<file path="src/rtl/rtspd_pkg.sv">
`timescale 1ns / 1ps
`default_nettype none

package rtspd_pkg;

  localparam int LEN_W = 16;

  typedef enum logic [3:0] {
    PH_IDLE,
    PH_CHAN,
    PH_LEN_HI,
    PH_LEN_LO,
    PH_PAYLOAD,
    PH_HEADERS,
    PH_BODY
  } phase_t;

  localparam logic [2:0] KIND_RTP      = 3'd0;
  localparam logic [2:0] KIND_RTSP     = 3'd1;
  localparam logic [2:0] KIND_ANNOUNCE = 3'd2;
  localparam logic [2:0] KIND_REDIRECT = 3'd3;
  localparam logic [2:0] KIND_ERROR    = 3'd4;

  localparam logic [63:0] LEAD_RTSP     = 64'h525453502F312E30;
  localparam logic [63:0] LEAD_ANNOUNCE = 64'h414E4E4F554E4345;
  localparam logic [63:0] LEAD_REDIRECT = 64'h5245444952454354;

  localparam logic [7:0] CH_DOLLAR = 8'h24;
  localparam logic [7:0] CH_CR     = 8'h0D;
  localparam logic [7:0] CH_LF     = 8'h0A;
  localparam logic [7:0] CH_SPACE  = 8'h20;
  localparam logic [7:0] CH_TAB    = 8'h09;

  localparam logic [3:0] FNM_VALUE = 4'd15;

  typedef struct packed {
    logic       emit;
    logic       burst;
    logic [7:0] data;
    logic [2:0] kind;
    logic       has_byte;
    logic       last;
  } res_t;

  function automatic logic [7:0] lead_byte(input logic [2:0] pos);
    logic [5:0] sh;
    sh = {3'd7 - pos, 3'b000};
    return LEAD_RTSP[sh +: 8];
  endfunction

  function automatic logic [7:0] field_char(input logic [3:0] k);
    logic [7:0] c;
    case (k)
      4'd0:    c = "C";
      4'd1:    c = "o";
      4'd2:    c = "n";
      4'd3:    c = "t";
      4'd4:    c = "e";
      4'd5:    c = "n";
      4'd6:    c = "t";
      4'd7:    c = "-";
      4'd8:    c = "L";
      4'd9:    c = "e";
      4'd10:   c = "n";
      4'd11:   c = "g";
      4'd12:   c = "t";
      4'd13:   c = "h";
      4'd14:   c = ":";
      default: c = 8'h00;
    endcase
    return c;
  endfunction

endpackage

`default_nettype wire

</file>
<file path="src/rtl/rtspd_parser.sv">
`timescale 1ns / 1ps
`default_nettype none

module rtspd_parser (
  input  wire logic                clk,
  input  wire logic                rst_n,
  input  wire logic                in_valid,
  output logic                     in_ready,
  input  wire logic [7:0]          in_data_byte,
  input  wire logic                cfg_wr_en,
  input  wire logic [7:0]          cfg_rtp_channel,
  input  wire logic                load_ok,
  output logic                     push,
  output rtspd_pkg::res_t          res
);

  logic                          in_valid_r;
  logic [7:0]                    in_byte_r;
  logic [7:0]                    rtp_channel_r;
  rtspd_pkg::phase_t             phase_r, phase_nxt;
  logic [63:0]                   window_r, window_nxt;
  logic [2:0]                    lcount_r, lcount_nxt;
  logic                          match_r, match_nxt;
  logic [rtspd_pkg::LEN_W-1:0]   rem_r, rem_nxt;
  logic [1:0]                    blm_r, blm_nxt;
  logic [3:0]                    fnm_r, fnm_nxt;
  logic [rtspd_pkg::LEN_W-1:0]   clen_r, clen_nxt;
  logic                          supp_r, supp_nxt;
  logic                          adv;
  logic [7:0]                    b;
  logic [rtspd_pkg::LEN_W-1:0]   rem_dec;
  logic [rtspd_pkg::LEN_W+3:0]   cl_mul;
  logic [63:0]                   shifted;
  logic                          done;

  assign b        = in_byte_r;
  assign adv      = in_valid_r && (!res.emit || load_ok);
  assign push     = adv && res.emit;
  assign in_ready = !in_valid_r || adv;
  assign rem_dec  = (rem_r == '0) ? '0 : rem_r - 1'b1;
  assign shifted  = {window_r[55:0], b};
  assign cl_mul   = ({4'b0000, clen_r} << 3) + ({4'b0000, clen_r} << 1)
                  + {{rtspd_pkg::LEN_W{1'b0}}, b[3:0]};

  always_comb begin
    phase_nxt  = phase_r;
    window_nxt = window_r;
    lcount_nxt = lcount_r;
    match_nxt  = match_r;
    rem_nxt    = rem_r;
    blm_nxt    = blm_r;
    fnm_nxt    = fnm_r;
    clen_nxt   = clen_r;
    supp_nxt   = supp_r;
    done       = 1'b0;
    res        = '0;
    case (phase_r)
      rtspd_pkg::PH_IDLE: begin
        if (lcount_r == 3'd0 && b == rtspd_pkg::CH_DOLLAR) begin
          phase_nxt = rtspd_pkg::PH_CHAN;
        end else if (lcount_r != 3'd7) begin
          window_nxt = shifted;
          lcount_nxt = lcount_r + 3'd1;
        end else begin
          lcount_nxt   = 3'd0;
          window_nxt   = '0;
          res.emit     = 1'b1;
          res.last     = 1'b1;
          res.kind     = rtspd_pkg::KIND_ERROR;
          if (shifted == rtspd_pkg::LEAD_RTSP || shifted == rtspd_pkg::LEAD_ANNOUNCE ||
              shifted == rtspd_pkg::LEAD_REDIRECT) begin
            phase_nxt = rtspd_pkg::PH_HEADERS;
            supp_nxt  = 1'b1;
            blm_nxt   = 2'd0;
            fnm_nxt   = 4'd0;
            clen_nxt  = '0;
            rem_nxt   = '0;
          end
          if (shifted == rtspd_pkg::LEAD_RTSP) begin
            supp_nxt     = 1'b0;
            res.burst    = 1'b1;
            res.data     = rtspd_pkg::lead_byte(3'd0);
            res.kind     = rtspd_pkg::KIND_RTSP;
            res.has_byte = 1'b1;
            res.last     = 1'b0;
          end else if (shifted == rtspd_pkg::LEAD_ANNOUNCE) begin
            res.kind = rtspd_pkg::KIND_ANNOUNCE;
          end else if (shifted == rtspd_pkg::LEAD_REDIRECT) begin
            res.kind = rtspd_pkg::KIND_REDIRECT;
          end
        end
      end
      rtspd_pkg::PH_CHAN: begin
        match_nxt = (b == rtp_channel_r);
        phase_nxt = rtspd_pkg::PH_LEN_HI;
      end
      rtspd_pkg::PH_LEN_HI: begin
        rem_nxt   = {{(rtspd_pkg::LEN_W-8){1'b0}}, b};
        phase_nxt = rtspd_pkg::PH_LEN_LO;
      end
      rtspd_pkg::PH_LEN_LO: begin
        rem_nxt = {rem_r[7:0], b};
        if (rem_r[7:0] == 8'd0 && b == 8'd0) begin
          res.emit  = match_r;
          res.kind  = rtspd_pkg::KIND_RTP;
          res.last  = 1'b1;
          phase_nxt = rtspd_pkg::PH_IDLE;
        end else begin
          phase_nxt = rtspd_pkg::PH_PAYLOAD;
        end
      end
      rtspd_pkg::PH_PAYLOAD, rtspd_pkg::PH_BODY: begin
        res.emit     = (phase_r == rtspd_pkg::PH_PAYLOAD) ? match_r : !supp_r;
        res.kind     = (phase_r == rtspd_pkg::PH_PAYLOAD) ? rtspd_pkg::KIND_RTP
                                                           : rtspd_pkg::KIND_RTSP;
        res.data     = b;
        res.has_byte = 1'b1;
        res.last     = (rem_r == {{(rtspd_pkg::LEN_W-1){1'b0}}, 1'b1});
        rem_nxt      = rem_dec;
        if (rem_dec == '0) begin
          phase_nxt = rtspd_pkg::PH_IDLE;
        end
      end
      rtspd_pkg::PH_HEADERS: begin
        if (fnm_r == rtspd_pkg::FNM_VALUE) begin
          if (b >= "0" && b <= "9") begin
            clen_nxt = (cl_mul[rtspd_pkg::LEN_W+3:rtspd_pkg::LEN_W] != 4'd0) ? '1
                     : cl_mul[rtspd_pkg::LEN_W-1:0];
          end else if (b != rtspd_pkg::CH_SPACE && b != rtspd_pkg::CH_TAB) begin
            fnm_nxt = 4'd0;
          end
        end else if (fnm_r == 4'd0) begin
          if (blm_r == 2'd2 && b == rtspd_pkg::field_char(4'd0)) begin
            fnm_nxt = 4'd1;
          end
        end else if (b == rtspd_pkg::field_char(fnm_r)) begin
          fnm_nxt = fnm_r + 4'd1;
          if (fnm_r == 4'd14) begin
            clen_nxt = '0;
          end
        end else begin
          fnm_nxt = 4'd0;
        end
        if (b == rtspd_pkg::CH_CR) begin
          blm_nxt = (blm_r == 2'd2) ? 2'd3 : 2'd1;
        end else if (b == rtspd_pkg::CH_LF) begin
          done    = (blm_r == 2'd3);
          blm_nxt = (blm_r == 2'd1) ? 2'd2 : 2'd0;
        end else begin
          blm_nxt = 2'd0;
        end
        res.emit     = !supp_r;
        res.kind     = rtspd_pkg::KIND_RTSP;
        res.data     = b;
        res.has_byte = 1'b1;
        if (done) begin
          blm_nxt   = 2'd0;
          fnm_nxt   = 4'd0;
          rem_nxt   = clen_nxt;
          res.last  = (clen_nxt == '0);
          phase_nxt = (clen_nxt == '0) ? rtspd_pkg::PH_IDLE : rtspd_pkg::PH_BODY;
        end
      end
      default: begin
        phase_nxt = rtspd_pkg::PH_IDLE;
      end
    endcase
  end

  always_ff @(posedge clk) begin
    if (!rst_n) begin
      in_valid_r    <= 1'b0;
      rtp_channel_r <= 8'd0;
      phase_r       <= rtspd_pkg::PH_IDLE;
      window_r      <= '0;
      lcount_r      <= 3'd0;
      match_r       <= 1'b0;
      rem_r         <= '0;
      blm_r         <= 2'd0;
      fnm_r         <= 4'd0;
      clen_r        <= '0;
      supp_r        <= 1'b0;
    end else begin
      if (cfg_wr_en) begin
        rtp_channel_r <= cfg_rtp_channel;
      end
      if (in_ready) begin
        in_valid_r <= in_valid;
      end
      if (adv) begin
        phase_r  <= phase_nxt;
        window_r <= window_nxt;
        lcount_r <= lcount_nxt;
        match_r  <= match_nxt;
        rem_r    <= rem_nxt;
        blm_r    <= blm_nxt;
        fnm_r    <= fnm_nxt;
        clen_r   <= clen_nxt;
        supp_r   <= supp_nxt;
      end
    end
  end

  always_ff @(posedge clk) begin
    if (in_ready && in_valid) begin
      in_byte_r <= in_data_byte;
    end
  end

endmodule

`default_nettype wire

</file>
<file path="src/rtl/rtspd_out.sv">
`timescale 1ns / 1ps
`default_nettype none

module rtspd_out (
  input  wire logic             clk,
  input  wire logic             rst_n,
  input  wire logic             push,
  input  wire rtspd_pkg::res_t  res,
  output logic                  load_ok,
  output logic                  out_valid,
  input  wire logic             out_ready,
  output logic [7:0]            out_byte,
  output logic [2:0]            out_kind,
  output logic                  out_has_byte,
  output logic                  out_last
);

  logic       valid_r;
  logic       burst_r;
  logic [2:0] pos_r;
  logic [7:0] byte_r;
  logic [2:0] kind_r;
  logic       has_r;
  logic       last_r;
  logic       taken;

  assign taken   = valid_r && out_ready;
  assign load_ok = !valid_r || (out_ready && !burst_r);

  always_ff @(posedge clk) begin
    if (!rst_n) begin
      valid_r <= 1'b0;
      burst_r <= 1'b0;
      pos_r   <= 3'd0;
    end else if (push) begin
      valid_r <= 1'b1;
      burst_r <= res.burst;
      pos_r   <= 3'd0;
    end else if (taken && burst_r) begin
      pos_r   <= pos_r + 3'd1;
      burst_r <= (pos_r != 3'd6);
    end else if (taken) begin
      valid_r <= 1'b0;
    end
  end

  always_ff @(posedge clk) begin
    if (push) begin
      byte_r <= res.data;
      kind_r <= res.kind;
      has_r  <= res.has_byte;
      last_r <= res.last;
    end else if (taken && burst_r) begin
      byte_r <= rtspd_pkg::lead_byte(pos_r + 3'd1);
    end
  end

  assign out_valid    = valid_r;
  assign out_byte     = byte_r;
  assign out_kind     = kind_r;
  assign out_has_byte = has_r;
  assign out_last     = last_r;

endmodule

`default_nettype wire

</file>
<file path="src/rtl/rtsp_interleaved_demux.sv">
`timescale 1ns / 1ps
`default_nettype none

// Splitter for a TCP byte stream that mixes RTSP messages with interleaved
// RTP frames. Bytes enter on the in_ channel and result requests leave on
// the out_ channel, both with valid and ready.
// An RTP payload byte of the selected channel, or a byte of an RTSP
// response, comes out as one request; it passes through the input
// register and then the result register.
// One byte is accepted per cycle unless in_ready is low. The RTSP/1.0
// lead gives eight requests from one byte, and while the result register
// serves them at most one further byte waits in the input register.
// Announce, redirect and bad leads give one event request with last set.
// cfg_wr_en writes cfg_rtp_channel at once; write it only while idle.
// Reset clears the parser state, the channel register and both valid
// flags. When the receiver stalls, the result register holds its request,
// the input register fills and then in_ready drops until out_ready rises.

module rtsp_interleaved_demux (
  input  wire logic       clk,
  input  wire logic       rst_n,
  input  wire logic       in_valid,
  output logic            in_ready,
  input  wire logic [7:0] in_data_byte,
  output logic            out_valid,
  input  wire logic       out_ready,
  output logic [7:0]      out_byte,
  output logic [2:0]      out_kind,
  output logic            out_has_byte,
  output logic            out_last,
  input  wire logic       cfg_wr_en,
  input  wire logic [7:0] cfg_rtp_channel
);

  rtspd_pkg::res_t res;
  logic            push;
  logic            load_ok;

  rtspd_parser u_parser (
    .clk             (clk),
    .rst_n           (rst_n),
    .in_valid        (in_valid),
    .in_ready        (in_ready),
    .in_data_byte    (in_data_byte),
    .cfg_wr_en       (cfg_wr_en),
    .cfg_rtp_channel (cfg_rtp_channel),
    .load_ok         (load_ok),
    .push            (push),
    .res             (res)
  );

  rtspd_out u_out (
    .clk          (clk),
    .rst_n        (rst_n),
    .push         (push),
    .res          (res),
    .load_ok      (load_ok),
    .out_valid    (out_valid),
    .out_ready    (out_ready),
    .out_byte     (out_byte),
    .out_kind     (out_kind),
    .out_has_byte (out_has_byte),
    .out_last     (out_last)
  );

endmodule

`default_nettype wire

</file>
<file path="config.mk">
export PLATFORM = sky130hd
export DESIGN_NAME = rtsp_interleaved_demux
export DESIGN_NICKNAME = d
export VERILOG_FILES = /design/src/rtl/rtspd_pkg.sv /design/src/rtl/rtspd_parser.sv /design/src/rtl/rtspd_out.sv /design/src/rtl/rtsp_interleaved_demux.sv
export SDC_FILE = /design/constraint.sdc
export NUM_CORES = 1
export LEC_CHECK = 0
export BUFFER_PORTS_ARGS = -buffer_cell sky130_fd_sc_hd__buf_2
export CORE_ASPECT_RATIO = 0.8
export CORE_MARGIN = 3
export CORE_UTILIZATION = 58
export CTS_BUF_LIST = sky130_fd_sc_hd__clkbuf_4 sky130_fd_sc_hd__clkbuf_8
export DETAILED_ROUTE_END_ITERATION = 12
export HOLD_SLACK_MARGIN = 0.08
export PLACE_DENSITY = 0.84
export SLEW_MARGIN = 25
export SYNTH_ARGS = -nofsm -noshare
export SYNTH_HDL_FRONTEND = slang
export SYNTH_HIERARCHICAL = 1
export SYNTH_SLANG_ARGS = --single-unit
</file>
<file path="constraint.sdc">
create_clock -name clk -period 4.2 [get_ports clk]
set_clock_uncertainty 0.05 [all_clocks]
set_input_delay 0.21 -clock clk [delete_from_list [all_inputs] [get_ports clk]]
set_output_delay 0.21 -clock clk [all_outputs]
set_load 0.05 [all_outputs]
</file>
# Word-level counts from Yosys, hierarchy flattened
# Memory sizes are Yosys's and may differ from the RTL's. A register that Yosys moved wholly into a read port is not among the register bits.
# Cells that the tools add are included.
[word_totals] register_bits=138 rom_bits=112 in_bits=21 output_inout_bits=15 word_cells=194 mem_count=1
[mem_list] memory="(no name shown)" depth=16 width=7 read_ports=1 rd_clocked_by_memory_dff=1 wr=0 line_no="rtspd_pkg.sv:53" rtl="case (k)"
[classes] n_addsub=7 n_lt_le_gt_ge=2 n_eq_ne=36 shifts=1 n_mux=79 n_bitwise=3 reduce_logical=46
[op_table] op="$eq 64x63->1 const B" n=3
[op_table] op="$mux 16" n=12
[op_table] op="$pmux 16 s5" n=1
[op_table] op="$mux 4" n=17
[op_table] op="$shiftx 64x7->8 const A" n=1
[op_table] op="$mux 56" n=1
[op_table] op="$logic_not 16->1" n=3
[op_table] op="$mux 8" n=5
[op_table] op="$pmux 16 s2" n=1
[op_table] op="$mux 15" n=2
[op_table] op="$pmux 4 s6" n=1
[op_table] op="$add 19x17->20" n=1
[op_table] op="$add 20x4->20" n=1
[op_table] op="$mux 2" n=9
[op_table] op="$mux 3" n=6
[op_table] op="$eq 16x1->1 const B" n=1
[op_table] op="$eq 8x4->1 const B" n=2
[op_table] op="$eq 8x8->1" n=2
[op_table] op="$logic_not 8->1" n=2
[op_table] op="$mux 1" n=16
[op_table] op="$pmux 8 s2" n=1
[op_table] op="$sub 16x1->16 const B" n=1
[op_table] op="$reduce_and 5->1" n=3
[op_table] op="$eq 4x3->1 const B" n=3
[op_table] op="other kinds (42)" n=79

# Longest topological paths before layout
# Gate-level depths: netlist (run 1).
[depth] word_depth=13 depth_mapped=16 ltp_nobuf=15

# Modules after synthesis
# Netlist (run 1), hierarchy kept.
[modules_own_cells] mod="rtspd_parser" n_inst=1 cells_each=1040 area_per_inst_um2=8335.5 seq_area_each_um2=2602.5
[modules_own_cells] mod="rtspd_out" n_inst=1 cells_each=60 area_per_inst_um2=769.5 seq_area_each_um2=490.5

# Worst setup path before layout (run 1)
# No wires, ideal clock.
[synth_timing] path_kind="flip-flop to flip-flop" startpoint="register u_parser.in_byte_r[3] (netlist: u_parser/b[3])" endpoint="register u_parser/rem_r[3] (netlist name)" setup_time_ps=128 arrival_ps=3869 t_required_ps=4022 slack_ps=154 path_stages_with_launch=16 path_buffers=2 synth_period_minus_slack_ps=4046 cell_sequence="edfxtp_1 buf_2 inv_1 fa_1 fa_1 nand2b_1 a21oi_2 o21bai_1 o41a_1 a222oi_1 nand3_2 buf_2 o21a_1 a221o_1 a22oi_1 nor2_1"
[synth_via] elab_chain_len=8 elab_cells_between_ends=38 classes_between="1 x add/sub; 2 x order compare; 10 x eq/ne; 14 x mux; 11 x reduce/logical"
[synth_lines] element="start, declared" line_no="rtspd_parser.sv:18" rtl="logic [7:0] in_byte_r;"
[synth_lines] element="start signal, assigned" line_no="rtspd_parser.sv:206" rtl="in_byte_r <= in_data_byte;"
[synth_lines] element="$add 20x4->20, or another cell as far along" line_no="rtspd_parser.sv:43" rtl="+ {{rtspd_pkg::LEN_W{1'b0}}, b[3:0]};"
[synth_lines] element="$reduce_bool 4->1, or another cell as far along" line_no="rtspd_parser.sv:127" rtl="clen_nxt = (cl_mul[rtspd_pkg::LEN_W+3:rtspd_pkg::LEN_W] != 4'd0) ? '1"
[synth_lines] element="$mux 16, or another cell as far along" line_no="rtspd_parser.sv:127"
[synth_lines] element="$mux 16 or $pmux 1 s4 (tied branches)" line_no="rtspd_parser.sv:126, rtspd_parser.sv:57"
[synth_lines] element="$mux 16 or $logic_not 1->1 (tied branches)" line_no="rtspd_parser.sv:125, rtspd_parser.sv:37"
[synth_lines] element="$mux 16 or $logic_or 1x1->1 (tied branches)" line_no="rtspd_parser.sv:57, rtspd_parser.sv:37"
[synth_lines] element="$mux 16 or $logic_and 1x1->1 (tied branches)" line_no="rtspd_parser.sv:156, rtspd_parser.sv:37"
[synth_lines] element="$pmux 16 s5 or $reduce_and 6->1 (tied branches)"
[synth_lines] element="end signal, assigned" line_no="rtspd_parser.sv:195" rtl="rem_r <= rem_nxt;"
[synth_lines] element="end, declared" line_no="rtspd_parser.sv:24" rtl="logic [rtspd_pkg::LEN_W-1:0] rem_r, rem_nxt;"
# Several ways; a longest one is shown, not always the timed one. The select of a mux whose other input is x is not followed.
# A chain may end at the register's enable or synchronous reset.

# Final worst setup path (run 1)
[layout_timing] startpoint="register u_parser.in_byte_r[3] (netlist: u_parser/b[3])" endpoint="register u_parser/rem_r[7] (netlist name)"
# The elaborated chain is that of the path after synthesis.

==> results of run 1 <==
[final cells by class]
class / count / area [um2]
clock buffer: 21 / 289
clock inverter: 10 / 229
fill: 1165 / 4750
inverter: 35 / 133
multi-input combinational: 852 / 5700
sequential: 144 / 3090
tap: 210 / 263
timing repair buffer: 98 / 709
[power by group]
part           total, mW  switching, mW  leakage [nW]  internal (mW)
Combinational      0.179          0.110          2.63         0.0686
Clock               1.41          0.527         0.262          0.887
Sequential          1.43         0.0191          1.20           1.41
Total               3.02          0.656          4.08           2.37
[layout by cell type, fill, tap and decap left out, types with 7 or more instances in the layout]
master,instances
clkbuf_8,21
dfxtp_1,123
o21ai_0,38
o211ai_1,10
nor4b_1,9
dlygate4sd3_1,18
bufinv_16,7
edfxtp_1,21
buf_4,43
nand3b_1,60
nand2_1,143
xor2_1,22
nand4_1,16
buf_2,35
nor3_1,24
xnor2_1,22
nor2_1,96
nand2b_1,10
mux2i_1,25
nor2b_1,7
nor4_1,11
ha_1,48
a21o_1,9
a31oi_1,12
and3_1,9
nand3_1,12
a22oi_1,9
inv_1,33
a21oi_1,108
[through the flow]
stage                     utilization, %  std cells  power, mW  setup TNS (ns)  cell area, um2
after global placement              63.1       1314       1.61               0            9570
after global routing                68.7       1370       3.10          -0.344           10400
final                               68.7       1370       3.02               0           10400
after floorplan                        -       1099       1.56               0            9100
after detailed placement            63.1       1314       1.62               0            9570
after CTS                           67.7       1363       3.02               0           10300
[per-layer routing]
| layer | part of all wire, % | vias to the layer above |
|---|---|---|
| met5 | 0 | - |
| met4 | 2.2 | 0 |
| met3 | 11 | 56 |
| met2 | 41 | 538 |
| met1 | 45 | 4094 |
| li1 | - | 4087 |
[state kept, by name, indices dropped and copies added, names as in the netlist, named ones only]
signal,count
u_out/burst_r,1
u_out/out_byte,8
u_out/out_has_byte,1
u_out/out_kind,3
u_out/out_last,1
u_out/out_valid,1
u_out/pos_r,3
u_parser/b,8
u_parser/blm_r,2
u_parser/clen_r,16
u_parser/fnm_r,4
u_parser/in_valid_r,1
u_parser/lcount_r,3
u_parser/match_r,1
u_parser/phase_r,3
u_parser/rem_r,16
u_parser/rtp_channel_r,8
u_parser/supp_r,1
u_parser/window_r,56
[timing repair]
item	in CTS	in global routing
resized for setup	0	19
buffers inserted	0	6
hold endpoints to repair	18	0
endpoints found under the setup margin	0	33
hold buffers	18	0
[worst paths after layout]
kind | from | to | cells after the start
max | u_parser/b[3] | u_parser/rem_r[7] | 16
min | rst_n | register | 2
max reg2reg | u_parser/b[3] | u_parser/rem_r[7] | 16
min reg2reg | u_parser/window_r[54] | u_parser/window_r[54] | 2
==> reports/results.ini, run 1 <==
[route]
first_pass_iters = 6
drtIter0Drc = 1160
viasPerCell = 6.41
vias = 8775
drc = 0
finalWirelength_um = 25200
ant_nets = 0
post_drt_wl_per_cell_um = 18.4

[timing]
rsz0062_at_grt = true
final_max_slew_viol_count = 0
fmax_mhz = 241
final_hold_viol_count = 0
min_period_ns = 4.14
slew_headroom_pct = 33.4
tightest_slew_ns = 0.998
finalCritPeriodShare_pct = 98.7
worst_slack_ns = 0.0555
final-setup-viol-count = 0
hold_slack_ns = 0.124

[finish]
diodes = 0
area_growth_pct = 14.4
fin_nets = 1219
drive_above_1_share_pct = 14.6

[die]
dieHeight_um = 118
fp.coreArea_mm2 = 0.0152
initial_core_util_pct = 60.0
placementRows = 40
die_area_mm2 = 0.0172
top_level_ports = 36
die_w_um = 146

[grt]
busiest_layer = met1
grt_usage_pct = 28.7
use_met3_pct = 6.51
grt_max_degree = 78
use_met2_pct = 40.7
grt_pass1_vias = 7990
overflow = 0
grtUsageMet1_pct = 43.0
antenna_found_initial = 0
grt_pass1_wl_um = 41000

[logic_synthesis]
syn_area_mm2 = 0.00910
syn_nets = 1170
syn-instance-count = 1099
syn_avg_cell_area_um2 = 8.28
ys_warn_count = 6

[status]
status = completed

[critical_path]
cp_slowest_cell = fa_1
path_cells = inv_2 -> fa_1 -> buf_4 -> fa_2 -> nand2b_1 -> a21oi_2 -> o21bai_2 -> o41a_1 -> a222oi_1 -> buf_4 -> nand3_4 -> buf_4 -> o31a_1 -> a221o_1 -> a22oi_1 -> nor2_1
worst_ep_required_time_ns = 4.49
r2r_setup_slack_ns = 0.06
crit_family = compound AO/OA/AOI/OAI gates
critPathArrivalTime_ns = 4.43
startpoint_type = register
critPathMostFrequentCell = buf_4
worst-path-buf-inv = 4
max_stage_delay_ns = 0.51
cp-end-kind = register
crit_type = register to register
path_max_fanout = 5

[hold_path]
hp-class = primary input to register

[place]
port_buffers = 35
dp_slack_ns = 0.0496
gp_congestion = 0.968
dp_hpwl_um = 17100

[cts]
clock_latency_ns = 0.46
h-tree-depth = 4
cts.sinks = 144
cts_max_path_buffers = 2
clkTransAtPathRegs_ns = 0.08
cts_tree = yes
numCtsBuffers = 17
cts_root_buf = clkbuf_8

[power]
power_density_mw_per_mm2 = 290
leakage_nw = 4.08
ir_worst_vdd_mv = 0.265

[flow_run]
max_cap_viol_count = 0

(Power assumes the default switching activity.)
==> inputs of run 2 (changes only) <==
Settings changed: BUFFER_PORTS_ARGS -buffer_cell sky130_fd_sc_hd__buf_2 to unset, CORE_UTILIZATION 58 to 60, DONT_BUFFER_PORTS set to 1, PLACE_DENSITY 0.84 to 0.88.
==> reports/results.ini, run 2 (synthesis results as in run 1) <==
[status]
status = completed

[route]
post_drt_wl_per_cell_um = 18.8  ; +2.2%
finalWirelength_um = 24700  ; -2.2%
drtIter0Drc = 1127  ; -2.8%
vias = 8516  ; -3.0%
first_pass_iters = 6  ; unchanged
drc = 0  ; unchanged
viasPerCell = 6.50  ; +1.4%
ant_nets = 0  ; unchanged

[die]
dieHeight_um = 116  ; -1.6%
fp.coreArea_mm2 = 0.0145  ; -4.1%
die_area_mm2 = 0.0167  ; -3.2%
initial_core_util_pct = 62.6  ; +2.6 points
top_level_ports = 36  ; unchanged
placementRows = 39  ; -2.5%
die_w_um = 144  ; -1.6%

[flow_run]
max_cap_viol_count = 0  ; unchanged

[cts]
clkTransAtPathRegs_ns = 0.08  ; about the same
numCtsBuffers = 17  ; unchanged
post_cts_buffers = 0  ; unchanged
cts_tree = yes
cts_root_buf = clkbuf_8
cts.sinks = 144  ; unchanged
cts_max_path_buffers = 2  ; unchanged
clock_latency_ns = 0.46  ; about the same
h-tree-depth = 4  ; unchanged

[timing]
slew_headroom_pct = 33.1  ; -0.34 points
min_period_ns = 4.08  ; -0.0599 ns
tightest_slew_ns = 1.00  ; +0.00508 ns
finalCritPeriodShare_pct = 97.3  ; -1.4 points
rsz0062_at_grt = true
final_max_slew_viol_count = 0  ; unchanged
hold_slack_ns = 0.130  ; +0.00525 ns
final-setup-viol-count = 0  ; unchanged
worst_slack_ns = 0.115  ; +0.0599 ns
final_hold_viol_count = 0  ; unchanged
fmax_mhz = 245  ; +1.5%

[critical_path]
r2r_setup_slack_ns = 0.12  ; +0.06 ns
path_max_fanout = 10  ; +5
crit_type = register to register
startpoint_type = register
path_cells = inv_1 -> fa_1 -> fa_1 -> nand2b_1 -> a21oi_2 -> o21bai_1 -> o41a_1 -> a222oi_1 -> buf_4 -> nand3_4 -> o21ai_0 -> nand3_1 -> nor3_4 -> a211o_1
worst_ep_required_time_ns = 4.49  ; about the same
cp-end-kind = register
reg2reg_depth = 14  ; -2
critPathMostFrequentCell = fa_1
rr_startpoint = u_parser/b[3]
r2r_end = u_out/out_last
max_stage_delay_ns = 0.52  ; about the same
cp_slowest_cell = fa_1
critPathArrivalTime_ns = 4.37  ; -0.06 ns

[grt]
grt_max_degree = 75  ; -3.8%
grt_pass1_vias = 7804  ; -2.3%
overflow = 0  ; unchanged
antenna_found_initial = 0  ; unchanged
grt_usage_pct = 29.8  ; +1.1 points
grt_pass1_wl_um = 39800  ; -2.7%

[place]
port_buffers = 0  ; -100%
gp_congestion = 1.00  ; +3.5%
dp_hpwl_um = 17100  ; about the same
dp_slack_ns = 0.0616  ; +0.0120 ns

[power]
leakage_nw = 3.90  ; -4.4%
power_mw = 2.82  ; -6.7%
power_density_mw_per_mm2 = 279  ; -4.0%
ir_worst_vdd_mv = 0.304  ; +15%

[finish]
final_util_pct = 69.6  ; +0.90 points
largestRegisters = u_parser/window_r x56, u_parser/clen_r x16, u_parser/rem_r x16
drive_above_1_share_pct = 10.6  ; -3.9 points
largest_reg_flops = 56  ; unchanged
area_growth_pct = 11.2
final_common_cell = nand2_1
final_cell_mix = nand2_1, dfxtp_1, a21oi_1, nor2_1, nand3b_1
fin_nets = 1187  ; -2.6%
top_register = u_parser/window_r
diodes = 0  ; unchanged

[hold_path]
whs_path_depth = 3  ; +1
hp-class = primary input to register
worstHoldStart = out_ready
min_to = u_out/out_valid

## run 2: cell types whose count changed in the layout (fill, tap and decap cells not counted), sizes merged
| cell | before | now |
|---|---|---|
| bufinv | 7 | 4 |
| buf | 80 | 40 |
| dlygate4sd3 | 18 | 27 |
| clkinvlp | 0 | 1 |
| nand3 | 15 | 14 |
| inv | 34 | 36 |
| clkinv | 4 | 3 |
## run 2: worst max path at each step
stage                  startpoint                end  slack [ns]  cells after the start
floorplan           u_parser/b[3]  u_parser/rem_r[3]        0.15                     15
global placement    u_parser/b[3]     u_out/out_last        0.17                     14
detailed placement  u_parser/b[3]  u_parser/rem_r[1]        0.06                     15
CTS                 u_parser/b[3]  u_parser/rem_r[1]        0.03                     15
global route        u_parser/b[3]     u_out/out_last       -0.02                     14
finish              u_parser/b[3]     u_out/out_last        0.12                     14
## run 2: repair_timing
action,in CTS,in global routing
setup endpoints to repair,0,28
hold buffers,27,0
resized for setup,0,7
hold endpoints to repair,35,0
## run 2: per-stage QoR
step | setup TNS, ns | instances | cell area [um2]
final | 0 | 1311 | 10100
after detailed placement | 0 | 1254 | 9370
after CTS | 0 | 1311 | 10100
after global placement | 0 | 1254 | 9370
after floorplan | 0 | 1099 | 9100
after global routing | -0.0313 | 1311 | 10100
## run 2: power by group
group	total [mW]	internal [mW]	switching (mW)	leakage [nW]
sequential	1.43	1.41	0.0206	1.20
clock	1.21	0.687	0.526	0.220
combinational	0.175	0.0684	0.106	2.49
## run 2: metal layers
metal / up-vias / share of wire [%] / track usage, %
met5: - / 0 / 0
met4: 0 / 2.1 / 10.2
met3: 62 / 11 / 7.98
met2: 466 / 41 / 41.3
met1: 3976 / 46 / 44.5
li1: 4012 / - / -
## run 2: critical path, delay by kind of cell (launching register included)
family	cells	cell delay (ns)
simple gates	4	0.81
fa+ha+maj	2	0.99
buf+inv	2	0.26
flops	1	0.35
compound gates	6	1.50
## run 2: layout make-up
type	instances	area (um2)
inverters	35	133
multi-input cells	851	5650
clock inverters	9	156
flip-flops and latches	144	3090
repair buffers	67	583
clock buffers	21	277
well taps	184	230
fillers	1050	4420
